--- src/rtl/assert_macros.svh ---
// ----------------------------------------------------------------------------
// assert_macros.svh
// Assertion macros shared by the key debounce RTL.
// ----------------------------------------------------------------------------
`ifndef ASSERT_MACROS_SVH
`define ASSERT_MACROS_SVH

// Property that must hold at every clock edge out of reset.
`define KDB_ASSERT(lbl, clk, rst_n, prop, msg) \
	lbl: assert property (@(posedge clk) disable iff (!rst_n) (prop)) else $error(msg);

// Antecedent in one cycle implies consequent in the next.
`define KDB_ASSERT_NEXT(lbl, clk, rst_n, ante, cons, msg) \
	lbl: assert property (@(posedge clk) disable iff (!rst_n) (ante) |=> (cons)) \
		else $error(msg);

`endif

--- src/rtl/kdb_pkg.sv ---
// ----------------------------------------------------------------------------
// kdb_pkg
// Types and codes of the key debounce unit.
// ----------------------------------------------------------------------------
`default_nettype none

package kdb_pkg;

	localparam int unsigned CFG_INDEX_BITS = 2;
	localparam int unsigned CFG_DATA_BITS  = 20;

	localparam logic [CFG_INDEX_BITS-1:0] REG_DEBOUNCE_COUNT = 2'd0;
	localparam logic [CFG_INDEX_BITS-1:0] REG_TICK_MS        = 2'd1;
	localparam logic [CFG_INDEX_BITS-1:0] REG_MAX_HOLD_MS    = 2'd2;

	localparam logic [7:0]  DEBOUNCE_COUNT_RST = 8'd3;
	localparam logic [9:0]  TICK_MS_RST        = 10'd20;
	localparam logic [19:0] MAX_HOLD_MS_RST    = 20'd60000;

	typedef enum logic [2:0] {
		ST_IDLE        = 3'd0,
		ST_DEB_PRESS   = 3'd1,
		ST_PRESSED     = 3'd2,
		ST_DEB_RELEASE = 3'd3,
		ST_RELEASED    = 3'd4
	} kdb_state_t;

	typedef enum logic [1:0] {
		EV_NONE    = 2'd0,
		EV_PRESS   = 2'd1,
		EV_RELEASE = 2'd2,
		EV_TIMEOUT = 2'd3
	} kdb_event_t;

	typedef struct packed {
		logic [7:0]  debounce_count;
		logic [9:0]  tick_ms;
		logic [19:0] max_hold_ms;
	} kdb_cfg_t;

	typedef struct packed {
		kdb_state_t fsm;
		logic [7:0] stable_run;
		logic       held_level;
		logic       timeout_raised;
	} kdb_ctl_t;

	typedef struct packed {
		kdb_event_t event_code;
		logic       debounced_level;
	} kdb_res_t;

endpackage

`default_nettype wire

--- src/rtl/kdb_step.sv ---
// ----------------------------------------------------------------------------
// kdb_step
// Next-state and event logic for one scan tick.
// ----------------------------------------------------------------------------
`default_nettype none

module kdb_step #(
	parameter int unsigned HOLD_TIME_BITS = 20
) (
	input  kdb_pkg::kdb_cfg_t          cfg,
	input  kdb_pkg::kdb_ctl_t          ctl,
	input  logic [HOLD_TIME_BITS-1:0]  hold_time,
	input  logic                       raw_level,
	output kdb_pkg::kdb_ctl_t          ctl_nx,
	output logic [HOLD_TIME_BITS-1:0]  hold_time_nx,
	output kdb_pkg::kdb_res_t          res
);

	localparam int unsigned SUM_BITS = ((HOLD_TIME_BITS > 10) ? HOLD_TIME_BITS : 10) + 1;
	localparam int unsigned CMP_BITS = (HOLD_TIME_BITS > 20) ? HOLD_TIME_BITS : 20;

	logic [SUM_BITS-1:0]       hold_sum;
	logic [HOLD_TIME_BITS-1:0] hold_sat;
	logic [7:0]                run_bump;
	logic                      hold_reached;
	kdb_pkg::kdb_event_t       ev;

	assign hold_sum = SUM_BITS'(hold_time) + SUM_BITS'(cfg.tick_ms);
	// saturate at all ones
	assign hold_sat = (|hold_sum[SUM_BITS-1:HOLD_TIME_BITS]) ? '1
		: hold_sum[HOLD_TIME_BITS-1:0];
	assign hold_reached = CMP_BITS'(hold_sat) >= CMP_BITS'(cfg.max_hold_ms);
	assign run_bump = (ctl.stable_run == 8'hFF) ? 8'hFF : ctl.stable_run + 8'd1;

	always_comb begin
		ctl_nx       = ctl;
		hold_time_nx = hold_time;
		ev           = kdb_pkg::EV_NONE;
		unique case (ctl.fsm)
			kdb_pkg::ST_IDLE: begin
				if (raw_level) begin
					ctl_nx.stable_run = 8'd1;
					ctl_nx.fsm        = kdb_pkg::ST_DEB_PRESS;
				end
			end
			kdb_pkg::ST_DEB_PRESS: begin
				if (raw_level) begin
					ctl_nx.stable_run = run_bump;
					if (run_bump >= cfg.debounce_count) begin
						ctl_nx.fsm            = kdb_pkg::ST_PRESSED;
						ctl_nx.held_level     = 1'b1;
						ctl_nx.timeout_raised = 1'b0;
						hold_time_nx          = '0;
						ev                    = kdb_pkg::EV_PRESS;
					end
				end else begin
					ctl_nx.stable_run = 8'd0;
					ctl_nx.fsm        = kdb_pkg::ST_IDLE;
				end
			end
			kdb_pkg::ST_PRESSED: begin
				hold_time_nx = hold_sat;
				if (!raw_level) begin
					ctl_nx.stable_run = 8'd1;
					ctl_nx.fsm        = kdb_pkg::ST_DEB_RELEASE;
				end else if (hold_reached && !ctl.timeout_raised) begin
					// single timeout, then wait for a stable release
					ctl_nx.timeout_raised = 1'b1;
					ctl_nx.stable_run     = 8'd1;
					ctl_nx.fsm            = kdb_pkg::ST_DEB_RELEASE;
					ev                    = kdb_pkg::EV_TIMEOUT;
				end
			end
			kdb_pkg::ST_DEB_RELEASE: begin
				if (!raw_level) begin
					ctl_nx.stable_run = run_bump;
					if (run_bump >= cfg.debounce_count) begin
						ctl_nx.held_level     = 1'b0;
						ctl_nx.fsm            = kdb_pkg::ST_RELEASED;
						ctl_nx.timeout_raised = 1'b0;
						// suppress release after a timeout
						if (!ctl.timeout_raised) begin
							ev = kdb_pkg::EV_RELEASE;
						end
					end
				end else begin
					ctl_nx.stable_run = 8'd0;
					ctl_nx.fsm        = kdb_pkg::ST_PRESSED;
				end
			end
			default: begin
				// released and unused codes return to idle
				ctl_nx.fsm        = kdb_pkg::ST_IDLE;
				ctl_nx.stable_run = 8'd0;
			end
		endcase
	end

	assign res.event_code      = ev;
	assign res.debounced_level = ctl_nx.held_level;

endmodule

`default_nettype wire

--- src/rtl/kdb_out_fifo.sv ---
// ----------------------------------------------------------------------------
// kdb_out_fifo
// Two-entry result buffer: output register plus skid entry.
// ----------------------------------------------------------------------------
`default_nettype none
`include "assert_macros.svh"

module kdb_out_fifo (
	input  logic              clk,
	input  logic              arst_n,
	input  logic              push,
	input  kdb_pkg::kdb_res_t push_word,
	output logic              full,
	output logic              out_valid,
	input  logic              out_stall,
	output kdb_pkg::kdb_res_t out_word
);

	kdb_pkg::kdb_res_t head_q;
	kdb_pkg::kdb_res_t skid_q;
	logic [1:0]        count_q;
	logic              pop;

	assign out_valid = (count_q != 2'd0);
	assign full      = (count_q == 2'd2);
	assign pop       = out_valid && !out_stall;
	assign out_word  = head_q;

	always_ff @(posedge clk or negedge arst_n) begin
		if (!arst_n) begin
			count_q <= 2'd0;
		end else begin
			if (push && !pop) begin
				count_q <= count_q + 2'd1;
			end else if (pop && !push) begin
				count_q <= count_q - 2'd1;
			end
		end
	end

	always_ff @(posedge clk) begin
		if (push && pop) begin
			// only reachable with one word held
			head_q <= push_word;
		end else if (push) begin
			if (count_q == 2'd0) begin
				head_q <= push_word;
			end else begin
				skid_q <= push_word;
			end
		end else if (pop) begin
			head_q <= skid_q;
		end
	end

	`KDB_ASSERT(a_count_max, clk, arst_n, count_q != 2'd3, "result buffer count overrun")
	`KDB_ASSERT_NEXT(a_full_drains, clk, arst_n, full && pop, count_q == 2'd1,
		"full buffer did not drain by one")

endmodule

`default_nettype wire

--- src/rtl/key_debounce_with_hold_timeout_unit.sv ---
// ----------------------------------------------------------------------------
// key_debounce_with_hold_timeout_unit
// Debounces one key level per scan tick and reports press, release and
// hold timeout events.
// ----------------------------------------------------------------------------
// Usage:
//   Input channel (in_valid / in_stall / raw_level) takes one raw key sample
//   per scan tick. Output channel (out_valid / out_stall / event_code /
//   debounced_level) returns exactly one word per sample, in order.
//   Each accepted sample updates the state registers and pushes its result word
//   into the result buffer together; the word is shown once older ones are taken.
//   Throughput is one sample per cycle while the buffer is not full: the state
//   update is a single pass through the next-state logic, and a two-entry result
//   buffer lets a new sample in while a finished word waits to be taken.
//   When the receiver stalls, the buffer fills; once both entries hold words
//   in_stall rises and stays high until the receiver takes one.
//   Configuration (cfg_we / cfg_index / cfg_data) writes debounce_count (0),
//   tick_ms (1) and max_hold_ms (2); other indexes are ignored. Write only
//   while the block is idle.
//   Reset clears the state machine to idle, empties the result buffer and
//   restores the register defaults (3, 20, 60000).
// ----------------------------------------------------------------------------
`default_nettype none
`include "assert_macros.svh"

module key_debounce_with_hold_timeout_unit #(
	parameter int unsigned HOLD_TIME_BITS = 20
) (
	input  logic                                clk,
	input  logic                                arst_n,
	input  logic                                cfg_we,
	input  logic [kdb_pkg::CFG_INDEX_BITS-1:0]  cfg_index,
	input  logic [kdb_pkg::CFG_DATA_BITS-1:0]   cfg_data,
	input  logic                                in_valid,
	output logic                                in_stall,
	input  logic                                raw_level,
	output logic                                out_valid,
	input  logic                                out_stall,
	output logic [1:0]                          event_code,
	output logic                                debounced_level
);

	kdb_pkg::kdb_cfg_t         cfg_q;
	kdb_pkg::kdb_ctl_t         ctl_q;
	kdb_pkg::kdb_ctl_t         ctl_nx;
	logic [HOLD_TIME_BITS-1:0] hold_q;
	logic [HOLD_TIME_BITS-1:0] hold_nx;
	kdb_pkg::kdb_res_t         res;
	kdb_pkg::kdb_res_t         out_word;
	logic                      fifo_full;
	logic                      accept;

	assign in_stall = fifo_full;
	assign accept   = in_valid && !fifo_full;

	always_ff @(posedge clk or negedge arst_n) begin
		if (!arst_n) begin
			cfg_q.debounce_count <= kdb_pkg::DEBOUNCE_COUNT_RST;
			cfg_q.tick_ms        <= kdb_pkg::TICK_MS_RST;
			cfg_q.max_hold_ms    <= kdb_pkg::MAX_HOLD_MS_RST;
		end else if (cfg_we) begin
			unique case (cfg_index)
				kdb_pkg::REG_DEBOUNCE_COUNT: cfg_q.debounce_count <= cfg_data[7:0];
				kdb_pkg::REG_TICK_MS:        cfg_q.tick_ms        <= cfg_data[9:0];
				kdb_pkg::REG_MAX_HOLD_MS:    cfg_q.max_hold_ms    <= cfg_data[19:0];
				default: ;
			endcase
		end
	end

	always_ff @(posedge clk or negedge arst_n) begin
		if (!arst_n) begin
			ctl_q.fsm            <= kdb_pkg::ST_IDLE;
			ctl_q.stable_run     <= 8'd0;
			ctl_q.held_level     <= 1'b0;
			ctl_q.timeout_raised <= 1'b0;
			hold_q               <= '0;
		end else if (accept) begin
			ctl_q  <= ctl_nx;
			hold_q <= hold_nx;
		end
	end

	kdb_step #(
		.HOLD_TIME_BITS(HOLD_TIME_BITS)
	) u_step (
		.cfg          (cfg_q),
		.ctl          (ctl_q),
		.hold_time    (hold_q),
		.raw_level    (raw_level),
		.ctl_nx       (ctl_nx),
		.hold_time_nx (hold_nx),
		.res          (res)
	);

	kdb_out_fifo u_out_fifo (
		.clk       (clk),
		.arst_n    (arst_n),
		.push      (accept),
		.push_word (res),
		.full      (fifo_full),
		.out_valid (out_valid),
		.out_stall (out_stall),
		.out_word  (out_word)
	);

	assign event_code      = out_word.event_code;
	assign debounced_level = out_word.debounced_level;

	`KDB_ASSERT(a_level_tracks_state, clk, arst_n,
		ctl_q.held_level == ((ctl_q.fsm == kdb_pkg::ST_PRESSED) ||
		(ctl_q.fsm == kdb_pkg::ST_DEB_RELEASE)),
		"debounced level out of step with state")
	`KDB_ASSERT_NEXT(a_timeout_moves, clk, arst_n,
		accept && (res.event_code == kdb_pkg::EV_TIMEOUT),
		(ctl_q.fsm == kdb_pkg::ST_DEB_RELEASE) && ctl_q.timeout_raised,
		"timeout word without release debounce")
	`KDB_ASSERT_NEXT(a_hold_idle, clk, arst_n, !accept, $stable(hold_q),
		"hold time moved without a sample")

endmodule

`default_nettype wire
--- config.mk ---
export PLATFORM = sky130hd
export DESIGN_NAME = key_debounce_with_hold_timeout_unit
export DESIGN_NICKNAME = d
export VERILOG_FILES = /design/src/rtl/kdb_pkg.sv /design/src/rtl/kdb_step.sv /design/src/rtl/kdb_out_fifo.sv /design/src/rtl/key_debounce_with_hold_timeout_unit.sv
export VERILOG_INCLUDE_DIRS = /design/src /design/src/rtl
export SDC_FILE = /design/constraint.sdc
export NUM_CORES = 1
export LEC_CHECK = 0
export ABC_AREA = 1
export ABC_CLOCK_PERIOD_IN_PS = 3000
export BUFFER_PORTS_ARGS = -buffer_cell sky130_fd_sc_hd__buf_2
export CORE_ASPECT_RATIO = 1.4
export CORE_UTILIZATION = 56
export DETAILED_ROUTE_END_ITERATION = 6
export GPL_TIMING_DRIVEN = 0
export PLACE_DENSITY_LB_ADDON = 0.1
export SLEW_MARGIN = 20
export SYNTH_ARGS = -nofsm -noshare
export SYNTH_HDL_FRONTEND = slang
export SYNTH_HIERARCHICAL = 1
export SYNTH_SLANG_ARGS = --single-unit
--- constraint.sdc ---
create_clock -name clk -period 3 [get_ports clk]
set_input_delay 0.6 -clock clk [delete_from_list [all_inputs] [get_ports clk]]
set_output_delay 0.6 -clock clk [all_outputs]
set_load 0.05 [all_outputs]
**After elaboration in Yosys (flattened, before gate mapping)**

Index checks and enable logic that the tools add are counted.

- Mux-type cells: 35
- Bitwise logic cells: 2
- Add/sub/neg operators: 4
- Magnitude comparators: 2
- Reduce and logical (&&, ||, !) cells: 28
- Equality and inequality tests: 18

Operator list:

| kind | count |
|---|---|
| 20-bit two-way mux | 3 |
| 11-bit two-way mux | 5 |
| 11-bit case mux with 4 select lines | 1 |
| 20-bit case mux with 2 select lines | 1 |
| 2-bit two-way mux | 11 |
| 20-bit by 10-bit adder with 21-bit output | 1 |
| 20-bit greater-or-equal comparator | 1 |
| 3-bit two-way mux | 6 |
| 3-bit by 2-bit inequality test with 1-bit output, second input constant | 3 |
| 8-bit by 1-bit adder with 8-bit output, second input constant | 1 |
| 8-bit == test, second input constant | 1 |
| 8-bit greater-or-equal comparator | 1 |
| 8-bit two-way mux | 1 |
| 2-bit inequality test, second input constant | 4 |
| 2-bit AND reduction | 4 |
| 8-bit AND reduction | 1 |
| 3-bit by 2-bit == test with 1-bit output, second input constant | 2 |
| 1-bit logical AND | 6 |
| 2-bit by 1-bit inequality test with 1-bit output, second input constant | 3 |
| 2-bit case mux with 3 select lines | 1 |
| 3-bit AND reduction | 2 |
| 2-bit nonzero test | 3 |
| 3-bit nonzero test | 2 |
| 1-bit zero test | 5 |
| other kinds (14) | 20 |

- Bits in registers: 79
- Bits of input ports: 28

**Longest topological paths before layout**

Gate-level depths: netlist of run 1.

- Depth in word-level cells: 10
- Mapped depth: 29

**Hierarchy**

The synthesis of run 1 kept the hierarchy.

By module, submodules not included:

| module | cells each | times used | area each (µm²) |
|---|---|---|---|
| key_debounce_with_hold_timeout_unit | 312 | 1 | 2844.0 |
| kdb_step | 504 | 1 | 2685.1 |
| kdb_out_fifo | 38 | 1 | 380.4 |

**Worst setup path after synthesis of run 1**

Ideal clock, no wire load.

- Path type: reg2reg
- Start: register cfg_q[20] (netlist name)
- End: register ctl_q[3] (netlist name)
- Cell stages (with the launch flop): 28
- Arrival time: 3092 ps
- Setup slack: -208 ps
- Library setup time: 116 ps
- Path buffers: 1
- Period minus slack after synthesis: 3208 ps
- Data required time: 2884 ps
- Cell sequence: dfrtp_1 > ha_1 > fa_1 > nand3_2 > nand2_2 > nand2_2 > nand2_4 > nand2_4 > nand2_4 > nand2_4 > nor2_8 > inv_4 > buf_12 > nand3_4 > ha_1 > nand2_1 > nor2_1 > nand2_1 > nor2_1 > nand2_1 > nand4_1 > nand2_1 > nand2_1 > nand2_1 > nand2_1 > nand2_1 > nand2_1 > nand2_1

- Word-level cells in the longest chain between the ends: 6

RTL lines:

| what | line | RTL |
|---|---|---|
| from (decl) | key_debounce_with_hold_timeout_unit.sv:43 | `kdb_pkg::kdb_cfg_t cfg_q;` |
| 20-bit by 10-bit adder with 21-bit output | kdb_step.sv:28 | `assign hold_sum = SUM_BITS'(hold_time) + SUM_BITS'(cfg.tick_ms);` |
| 20-bit two-way mux | kdb_step.sv:30 | `assign hold_sat = (\|hold_sum[SUM_BITS-1:HOLD_TIME_BITS]) ? '1` |
| 20-bit greater-or-equal comparator | kdb_step.sv:32 | `assign hold_reached = CMP_BITS'(hold_sat) >= CMP_BITS'(cfg.max_hold_ms);` |
| 1-bit logical AND | kdb_step.sv:66 | `end else if (hold_reached && !ctl.timeout_raised) begin` |
| 3-bit by 2-bit inequality test with 1-bit output (no source line) | - |  |
| 3-bit AND reduction (no source line) | - |  |
| to (signal assigned) | key_debounce_with_hold_timeout_unit.sv:79 | `ctl_q <= ctl_nx;` |
| to (decl) | key_debounce_with_hold_timeout_unit.sv:44 | `kdb_pkg::kdb_ctl_t ctl_q;` |

No other way between the ends.
A chain may end at the register's enable or synchronous reset.

**Worst setup path after layout of run 1**

- Start: register hold_q[0]
- End: register ctl_q[5] (netlist name)

- Word-level cells in the longest chain between the ends: 6

RTL lines:

| what | line | RTL |
|---|---|---|
| from (decl) | key_debounce_with_hold_timeout_unit.sv:46 | `logic [HOLD_TIME_BITS-1:0] hold_q;` |
| from (signal assigned) | key_debounce_with_hold_timeout_unit.sv:80 | `hold_q <= hold_nx;` |
| 20-bit by 10-bit adder with 21-bit output | kdb_step.sv:28 |  |
| 20-bit two-way mux | kdb_step.sv:30 |  |
| 20-bit greater-or-equal comparator | kdb_step.sv:32 |  |
| 1-bit logical AND | kdb_step.sv:66 |  |
| 3-bit by 2-bit inequality test with 1-bit output (no source line) | - |  |
| 3-bit AND reduction (no source line) | - |  |

No other way between the ends.

==> results of run 1 <==
[stage by stage]
| step | hold slack [ps] | area (um^2) | total power [mW] | instances | setup TNS, ps |
|---|---|---|---|---|---|
| after floorplan | 304 | 6040 | 2.96 | 854 | -341 |
| after global placement | 452 | 6370 | 3.37 | 1023 | -11450 |
| after detailed placement | 454 | 6390 | 3.48 | 1024 | -14120 |
| after CTS | 239 | 7000 | 4.85 | 1052 | -3760 |
| after global routing | 263 | 7340 | 5.44 | 1068 | -7190 |
| final | 228 | 7340 | 5.12 | 1068 | -5130 |
[cell usage after synthesis, drive strengths merged (6+ instances only)]
library cell / instances / area, um^2
buf: 24 / 158
nand4: 37 / 231
dfstp: 11 / 289
nand3: 46 / 360
ha: 41 / 513
o21ai: 23 / 119
nand2: 400 / 1550
or2: 9 / 56.3
nor2: 49 / 215
a21oi: 24 / 124
inv: 98 / 370
edfxtp: 6 / 180
dfrtp: 62 / 1550
[state kept, by name, summed over array words and instances (netlist names)]
name / cells
cfg_q: 38
ctl_q: 13
hold_q: 20
u_out_fifo/count_q: 2
u_out_fifo/out_word: 3
u_out_fifo/skid_q: 3
[logic make-up after synthesis]
group           Yosys count
flops                    79
fa+ha+maj                42
buf+inv                 125
xor+xnor                  7
compound gates           53
simple gates            548
[area by class of cell]
| class | instances | area, um^2 |
|---|---|---|
| plain buffers | 26 | 183 |
| repair buffers | 59 | 439 |
| flip-flops and latches | 79 | 2020 |
| clock buffers | 10 | 229 |
| fillers | 848 | 2960 |
| well taps | 138 | 173 |
| inverters | 99 | 382 |
| clock inverters | 6 | 91.3 |
| multi-input cells | 651 | 3820 |
[layer usage]
metal  part of all wire (%)  vias to the layer above
met5                      0                        -
met4                    2.6                        0
met3                    3.4                       37
met2                     54                      149
met1                     40                     2703
li1                       -                     2850
[final timing paths]
kind                           start          to  depth (start not counted)
setup / recovery           hold_q[0]    ctl_q[5]                         26
hold / removal                arst_n  hold_q[17]                          1
setup reg to reg           hold_q[0]    ctl_q[5]                         26
hold reg to reg             cfg_q[9]    cfg_q[9]                          2
max in group asynchronous     arst_n   cfg_q[22]                          2
min in group clk            cfg_q[9]    cfg_q[9]                          2
[power by group]
part,switching [mW],internal [mW]
Combinational,1.47,0.967
Sequential,0.179,1.31
Clock,0.462,0.734
Total,2.11,3.01
[timing repair]
action                     CTS  global route
setup endpoints to repair   37            38
setup buffers               10            14
hold buffers                 0             0
resized for setup           47            49
pin swaps                   29            23
cloned                       2             2
==> results by group, run 1 <==
Pwr
  • Pwr per Cell Area: 698 nW/um^2
  • Leakage: approximately 4.0 nW
  • Peak VDD IR: 0.417 mV

Route
  • First-pass DRT Iterations: 6
  • Routed len/inst: 15.4 um
  • # DRC: 0
  • Drt initial violations: between 300 and 400
  • Total wire length: 16.4 mm
  • Total number of vias: 5739
  • ANT nets after route: 0
  • Via density: 5.37

Logic synthesis
  • Yosys warnings: 6
  • Post-synthesis adder-cell area fraction: under 10%
  • Avg Inst Size Synth: 6.92 um^2
  • Area share of and/or/nand/nor cells after synthesis: about two fifths
  • Sequential cell area fraction in the yosys report: 34.2%
  • Post-synthesis cell type count: 42
  • Number of enable flip-flop cells after synthesis: 6
  • Synth Area in XOR/XNOR: approximately 1.0%
  • Post-synth top flop: dfrtp_1
  • Mux cell area share after synthesis: 0%
  • Largest family of logic cells by synthesized area: simple AND/OR/NAND/NOR gates
  • Syn Std Cell Area: 5910 um^2
  • Compound-cell area share of the yosys netlist: 4.89%
  • FF+latch count, synth: 79
  • Syn nets: 924
  • FFs w/ async S/R, synth: between 90% and 100%
  • Post-Syn Instances: 854

Finish
  • Most common cell after layout, fill and taps aside: nand2_1
  • Share of layout cells above drive strength 1: 24.1%
  • Commonest non-fill, non-tap cells in the layout: nand2_1, inv_1, dfrtp_1
  • Layout Utilization: 71.3%
  • Antenna diode count: 0
  • Final Net Count: ~1000
  • Area delta synth->final: 24.2%

Global routing
  • GR Util met1: 33.9%
  • Largest net degree at the start of global routing: 38
  • Global-route wire length before repair: between 20 and 30 mm
  • Gr busiest metal: met2
  • Tot GR Track Use: 30.4%
  • Vias in the first global route: 5321
  • Number of antenna violations at the first check in global routing: 0
  • Met3 Usage GRT: 4.07%
  • Congestion Overflow GR: 0
  • Met2 GRT Util: 57.2%

Placement
  • HPWL after DPL: between 10 and 15 mm
  • Dpl ws: -609 ps
  • Port bufs: 31
  • Routability cong.: 0.872

Setup path
  • WS Path Type: flip-flop to flip-flop
  • Slowest cell on the critical path: dfrtp_1
  • Crit path DAT: about 3700 ps
  • Crit path max fanout: 8
  • CP Launch Type: flip-flop
  • Cell family with most CP delay: simple AND/OR/NAND/NOR gates
  • Max stage delay on crit path: between 400 and 500 ps
  • Crit path top cell by count: nand2_1
  • Crit path required time: between 3000 and 4000 ps
  • Crit end category: flip-flop
  • Buf/Inv on CP: 1
  • R2r setup slk: -420 ps

Timing
  • Peak Freq: 0.292 GHz
  • Relative slew margins: 58.3%
  • RSZ-0062 raised after global routing: yes
  • Minimum clock period: 3420 ps
  • Final Cycle Share: 114%
  • Worst Tran Pin Value: around 620 ps
  • Final WS setup: -422 ps
  • Max-slew violation count: 0
  • Final hold vios: 0
  • Final setup fails: 14
  • Clk_skew: slightly above 8 ps

CTS
  • CTS tree: done
  • CTS Sinks: roughly 80
  • CTS max path bufs: 2
  • Clock Latency Late Sink: 340 ps
  • Clk root buf: clkbuf_16
  • CTS H-tree lvls: 3
  • Clock transition at the registers of the reported paths: 60 ps
  • CTS Buf Count: 9

Outcome
  • Run status: complete, but fails checks
  • Failing checks: negative setup slack

Floorplan
  • Die Area: 11000 um^2
  • Initial core utilization: 57.4%
  • Num rows: 44
  • Ports: 33
  • Die Height: between 100 and 150 um
  • Core outline area: 10300 um^2
  • Die width: 88.8 um

Worst hold path
  • Hold crit path type: primary input to asynchronous set/reset pin

Flow run
  • # Max-Cap Violations: 0
No activity file was read; power rests on OpenSTA's default activity.
==> run 2, diff against run 1 <==
Settings changed: CORE_UTILIZATION 56 to 50, TNS_END_PERCENT set to 30.
==> run 2 against run 1 <==
Compared with the run above: the flow still finishes with violations (negative setup slack); sequential share of layout area increased by 1.0 points; clock-buffer cell count is 3 higher; sequential power about the same; largest cell class unchanged; largest power group unchanged.
==> results by group, run 2 (synthesized netlist as in run 1, its figures left out) <==
Floorplan
  • Die width: 93.9 um (+5.7%)
  • Ports: 33 (unchanged)
  • Initial core utilization: 51.9% (-5.5 points)
  • Core outline area: 11400 um^2 (+11%)
  • Num rows: 46 (+4.5%)
  • Die Area: 12300 um^2 (+12%)
  • Die Height: 131 um (+5.7%)

Pwr
  • Pwr per Cell Area: 673 nW/um^2 (-3.5%)
  • Tot Pwr: 4.76 mW (-7.0%)
  • Peak VDD IR: 0.347 mV (-17%)
  • Leakage: 3.90 nW (-3.0%)

CTS
  • CTS max path bufs: 2 (unchanged)
  • Clock Latency Late Sink: 340 ps (about the same)
  • Hold_buf cts: 0 (unchanged)
  • CTS tree: done
  • Clk root buf: clkbuf_16
  • CTS Sinks: 79 (unchanged)
  • Clock transition at the registers of the reported paths: 70 ps (about the same)
  • CTS H-tree lvls: 3 (unchanged)
  • CTS Buf Count: 9 (unchanged)

Timing
  • Worst Tran Pin Value: 637 ps (+13.8 ps)
  • Final hold vios: 0 (unchanged)
  • Max-slew violation count: 0 (unchanged)
  • Minimum clock period: 3330 ps (-88.7 ps)
  • Final setup fails: 23 (+9)
  • Final WS setup: -333 ps (+88.7 ps)
  • RSZ-0062 raised after global routing: yes
  • Final Cycle Share: 111% (-3.0 points)
  • Clk_skew: 10.7 ps (+2.48 ps)
  • Peak Freq: 0.300 GHz (+2.7%)
  • Hold slack: 224 ps (-4.05 ps)
  • Setup TNS: -4420 ps (+716 ps)
  • Relative slew margins: 57.4% (-0.92 points)

Global routing
  • Global-route wire length before repair: 25.3 mm (+0.96%)
  • Vias in the first global route: 5378 (+1.1%)
  • Largest net degree at the start of global routing: 38 (unchanged)
  • Number of antenna violations at the first check in global routing: 0 (unchanged)
  • Tot GR Track Use: 26.8% (-3.6 points)
  • Congestion Overflow GR: 0 (unchanged)

Setup path
  • R2r setup slk: -330 ps (+90 ps)
  • Worst setup startpoint: hold_q[0]
  • Crit path required time: 3240 ps (about the same)
  • Crit path max fanout: 8 (unchanged)
  • CP Launch Type: flip-flop
  • Crit end category: flip-flop
  • Worst r2r src: hold_q[0]
  • WS Path Type: flip-flop to flip-flop
  • Max stage delay on crit path: 430 ps (about the same)
  • Crit path capture: ctl_q[9]
  • Worst-case reg-to-reg path depth: 28 (+7.7%)
  • Crit path DAT: 3570 ps (-80 ps)
  • Crit path top cell by count: nand2_1
  • Crit Reg-Reg Endpoint: ctl_q[9]
  • Slowest cell on the critical path: dfrtp_1

Placement
  • Port bufs: 31 (unchanged)
  • Routability cong.: 0.899 (+3.0%)
  • HPWL after DPL: 11.3 mm (-1.6%)
  • Placed insts: 1030 (+0.59%)
  • Dpl ws: -630 ps (-21.2 ps)
  • Dpl cell area: 6360 um^2 (-0.47%)

Route
  • Total wire length: 15.3 mm (-6.9%)
  • Drt initial violations: 273 (-11%)
  • Total number of vias: 5515 (-3.9%)
  • ANT nets after route: 0 (unchanged)
  • First-pass DRT Iterations: 5 (-1)
  • Via density: 5.20 (-3.3%)
  • # DRC: 0 (unchanged)
  • Routed len/inst: 14.4 um (-6.3%)

Finish
  • Most common cell after layout, fill and taps aside: nand2_1
  • Antenna diode count: 0 (unchanged)
  • Area delta synth->final: 19.7%
  • Largest Register: cfg_q
  • Share of layout cells above drive strength 1: 20.8% (-3.3 points)
  • Final Net Count: 982 (-1.3%)
  • Layout Utilization: 62.1% (-9.2 points)
  • Commonest non-fill, non-tap cells in the layout: nand2_1, inv_1, dfrtp_1
  • Max FFs per register: 38 (unchanged)
  • Design area: 7070 um^2 (-3.6%)
  • Biggest regs: cfg_q (38), hold_q (20), ctl_q (13)
  • Finished Layout Cells: 1061 (-0.66%)

Flow run
  • # Max-Cap Violations: 0 (unchanged)

Outcome
  • Failing checks: negative setup slack
  • Run status: complete, but fails checks

Worst hold path
  • Hold crit path type: primary input to asynchronous set/reset pin
-- run 2: cell types whose count changed in the layout (fill, tap and decap cells not counted), sizes merged --
cell,change
clkinv,+1
buf,-12
inv,-2
bufinv,-2
clkbuf,+2
-- run 2: per-layer routing --
| metal | vias up | global-route usage, % | share of wire, % |
|---|---|---|---|
| met3 | 31 | 3.70 | 2.8 |
| li1 | 2829 | - | - |
| met2 | 105 | 48.7 | 52 |
| met1 | 2550 | 31.7 | 43 |
| met5 | - | 0 | 0 |
| met4 | 0 | 10.1 | 2.2 |
-- run 2: worst min-delay path by stage --
stage          startpoint         end  cells after the start
2_1_floorplan      arst_n    cfg_q[0]                      0
3_3_place_gp    cfg_q[15]   cfg_q[15]                      2
3_5_place_dp     cfg_q[9]    cfg_q[9]                      2
4_1_cts            arst_n  hold_q[17]                      1
5_1_grt            arst_n  hold_q[17]                      1
6_report           arst_n  hold_q[14]                      1
-- run 2: worst max-delay path, delay by kind of cell, from the launching register on --
kind                     cells  cell delay, ps
AND/OR/NAND/NOR             22            1590
flip-flops                   1             430
adder cells (fa/ha/maj)      3             800
buffers and inverters        3             400
-- run 2: area by class of cell --
class	count	area, um^2
buffer	26	179
clock buffer	13	270
clock inverter	3	17.5
fill	1071	4320
inverter	99	377
multi-input combinational	651	3720
sequential	79	2020
tap	144	180
timing repair buffer	46	307
-- run 2: report_power, final --
group | internal, mW | switching [mW]
clock network | 0.626 | 0.432
logic | 0.851 | 1.36
registers | 1.31 | 0.187
-- run 2: what timing repair did --
action,4_1_cts,5_1_grt
gates resized for setup,39,23
pin swaps,18,10
cloned,2,0
setup buffers,10,3
setup endpoints to repair,37,38
==> run 3, diff against run 2 <==
Settings changed: ABC_CLOCK_PERIOD_IN_PS 3000 to 3350.
Clock period 3 ns to 3.35 ns, I/O delays scaled along.
==> run 3 against run 2 <==
Compared with the run above: the flow still finishes with violations (negative setup slack); final area up 1.9%; non-clock buffer count up 11; register-to-register slack better by 320 ps; cell count up 1.0%; worst hold slack better by 51 ps; first-iteration DRC count up 37%; largest power group unchanged.
==> results by group, run 3 (synthesized netlist as in run 1, its figures left out) <==
CTS
  • CTS max path bufs: 2 (unchanged)
  • Clk root buf: clkbuf_16
  • CTS H-tree lvls: 3 (unchanged)
  • Clock transition at the registers of the reported paths: 60 ps (about the same)
  • Hold_buf cts: 0 (unchanged)
  • CTS Sinks: 79 (unchanged)
  • Clock Latency Late Sink: 340 ps (about the same)
  • CTS tree: done
  • CTS Buf Count: 9 (unchanged)

Timing
  • Worst Tran Pin Value: 553 ps (-83.8 ps)
  • Final hold vios: 0 (unchanged)
  • Max-slew violation count: 0 (unchanged)
  • Peak Freq: 0.298 GHz (-0.79%)
  • Final Cycle Share: 100% (-11 points)
  • Minimum clock period: 3360 ps (+26.4 ps)
  • Relative slew margins: 63.0% (+5.6 points)
  • Final WS setup: -9.69 ps (+324 ps)
  • RSZ-0062 raised after global routing: yes
  • Clk_skew: 6.10 ps (-4.63 ps)
  • Final setup fails: 3 (-87%)

Setup path
  • Crit path capture: u_out_fifo/skid_q[1]
  • R2r setup slk: -10 ps (+320 ps)
  • Crit path required time: 3460 ps (+220 ps)
  • Worst setup startpoint: hold_q[0]
  • CP Launch Type: flip-flop
  • Crit Reg-Reg Endpoint: u_out_fifo/skid_q[1]
  • Crit path top cell by count: nand2_4
  • Worst-case reg-to-reg path depth: 24 (-14%)
  • Crit end category: flip-flop
  • Worst r2r src: hold_q[0]
  • Crit path cell chain: ha_4 > fa_2 > nand3_2 > nand2_2 > nand2_2 > nand2_4 > nand2_4 > nand2_4 > nand2_4 > nor2_8 > clkinv_4 > buf_12 > buf_6 > nand2_4 > ha_4 > nand2_4 > o21bai_1 > nand2_1 > nand2_1 > nand4_1 > buf_6 > nand4_1 > nand2_1 > buf_4
  • Max stage delay on crit path: 430 ps (about the same)
  • Slowest cell on the critical path: dfrtp_1
  • WS Path Type: flip-flop to flip-flop
  • Crit path max fanout: 8 (unchanged)
  • Crit path DAT: 3470 ps (-100 ps)

Route
  • Total wire length: 15.8 mm (+3.4%)
  • Drt initial violations: 373 (+37%)
  • ANT nets after route: 0 (unchanged)
  • Total number of vias: 5599 (+1.5%)
  • # DRC: 0 (unchanged)
  • Routed len/inst: 14.7 um (+2.3%)
  • Via density: 5.22 (+0.48%)
  • First-pass DRT Iterations: 5 (unchanged)

Flow run
  • # Max-Cap Violations: 0 (unchanged)

Finish
  • Share of layout cells above drive strength 1: 22.0% (+1.2 points)
  • Commonest non-fill, non-tap cells in the layout: nand2_1, inv_1, dfrtp_1
  • Largest Register: cfg_q
  • Finished Layout Cells: 1072 (+1.0%)
  • Design area: 7210 um^2 (+1.9%)
  • Max FFs per register: 38 (unchanged)
  • Area delta synth->final: 22.0%
  • Final Net Count: 993 (+1.1%)
  • Antenna diode count: 0 (unchanged)
  • Biggest regs: cfg_q (38), hold_q (20), ctl_q (13)
  • Most common cell after layout, fill and taps aside: nand2_1

Global routing
  • Congestion Overflow GR: 0 (unchanged)
  • Largest net degree at the start of global routing: 39 (+2.6%)
  • Tot GR Track Use: 27.1% (+0.32 points)
  • Number of antenna violations at the first check in global routing: 0 (unchanged)
  • Vias in the first global route: 5346 (-0.60%)
  • Global-route wire length before repair: 25.5 mm (+0.90%)

Worst hold path
  • Hold crit path type: primary input to asynchronous set/reset pin

Floorplan
  • Initial core utilization: 51.9% (unchanged)
  • Die width: 93.9 um (unchanged)
  • Core outline area: 11400 um^2 (unchanged)
  • Ports: 33 (unchanged)
  • Num rows: 46 (unchanged)
  • Die Height: 131 um (unchanged)
  • Die Area: 12300 um^2 (unchanged)

Placement
  • HPWL after DPL: 11.4 mm (+0.32%)
  • Dpl cell area: 6270 um^2 (-1.5%)
  • Placed insts: 1030 (unchanged)
  • Dpl ws: -605 ps (+25.5 ps)
  • Routability cong.: 0.883 (-1.8%)
  • Port bufs: 31 (unchanged)

Outcome
  • Run status: complete, but fails checks
  • Failing checks: negative setup slack

Pwr
  • Pwr per Cell Area: 610 nW/um^2 (-9.4%)
  • Peak VDD IR: 0.304 mV (-12%)
  • Leakage: 3.96 nW (+1.7%)
[run 3: changes by cell type in the layout (fill, tap and decap cells not counted), moves of 3 or more]
cell,previous run,this run
ha_4,17,20
or2_2,4,7
buf_4,22,32
clkbuf_8,3,0
or2_4,4,1
[run 3: metal layers]
metal / global-route usage (%) / wire length, um
met4: 8.14 / 275
met3: 4.46 / 514
met2: 49.6 / 8200
met1: 32.3 / 6790
met5: 0 / 0
[run 3: worst min path at each step]
stage,start,end,cells after the start
after floorplan,arst_n,cfg_q[0],0
after CTS,arst_n,hold_q[17],1
after detailed placement,cfg_q[15],cfg_q[15],2
after global routing,arst_n,hold_q[14],1
after global placement,cfg_q[15],cfg_q[15],2
final,arst_n,hold_q[14],1
[run 3: cell type report]
cell class | instances | area, um^2
Buffer | 26 | 179
Clock buffer | 9 | 225
Clock inverter | 7 | 70.1
Fill cell | 1026 | 4190
Inverter | 99 | 377
Multi-Input combinational cell | 651 | 3760
Sequential cell | 79 | 2020
Tap cell | 144 | 180
Timing Repair Buffer | 57 | 393
[run 3: critical path: cells and delay by family (launching register included)]
family / cells / cell delay (ps)
compound gates: 1 / 110
fa+ha+maj: 3 / 780
buf+inv: 5 / 630
flops: 1 / 430
simple gates: 15 / 1150
[run 3: power breakdown]
group          leakage, nW  internal [mW]  total, mW  switching [mW]
Clock                0.146          0.578      0.993           0.415
Sequential           0.985           1.17       1.35           0.173
Combinational         2.83          0.816       2.06            1.24
[run 3: what timing repair did]
item	CTS	global route
gates cloned	2	0
endpoints found under the hold margin	0	0
endpoints found under the setup margin	24	36
pin swaps	22	32
setup buffers	14	10
gates resized for setup	42	39
[run 3: metrics by stage]
step                      hold WS (ps)  power (mW)  util (%)  setup TNS, ps
after floorplan                    374        2.59         -              0
after global placement             451        2.96      54.8          -5040
after detailed placement           452        3.03      55.0          -6430
after CTS                          287        4.20      60.8           -457
after global routing               307        4.73      63.3          -2200
final                              274        4.40      63.3          -22.2
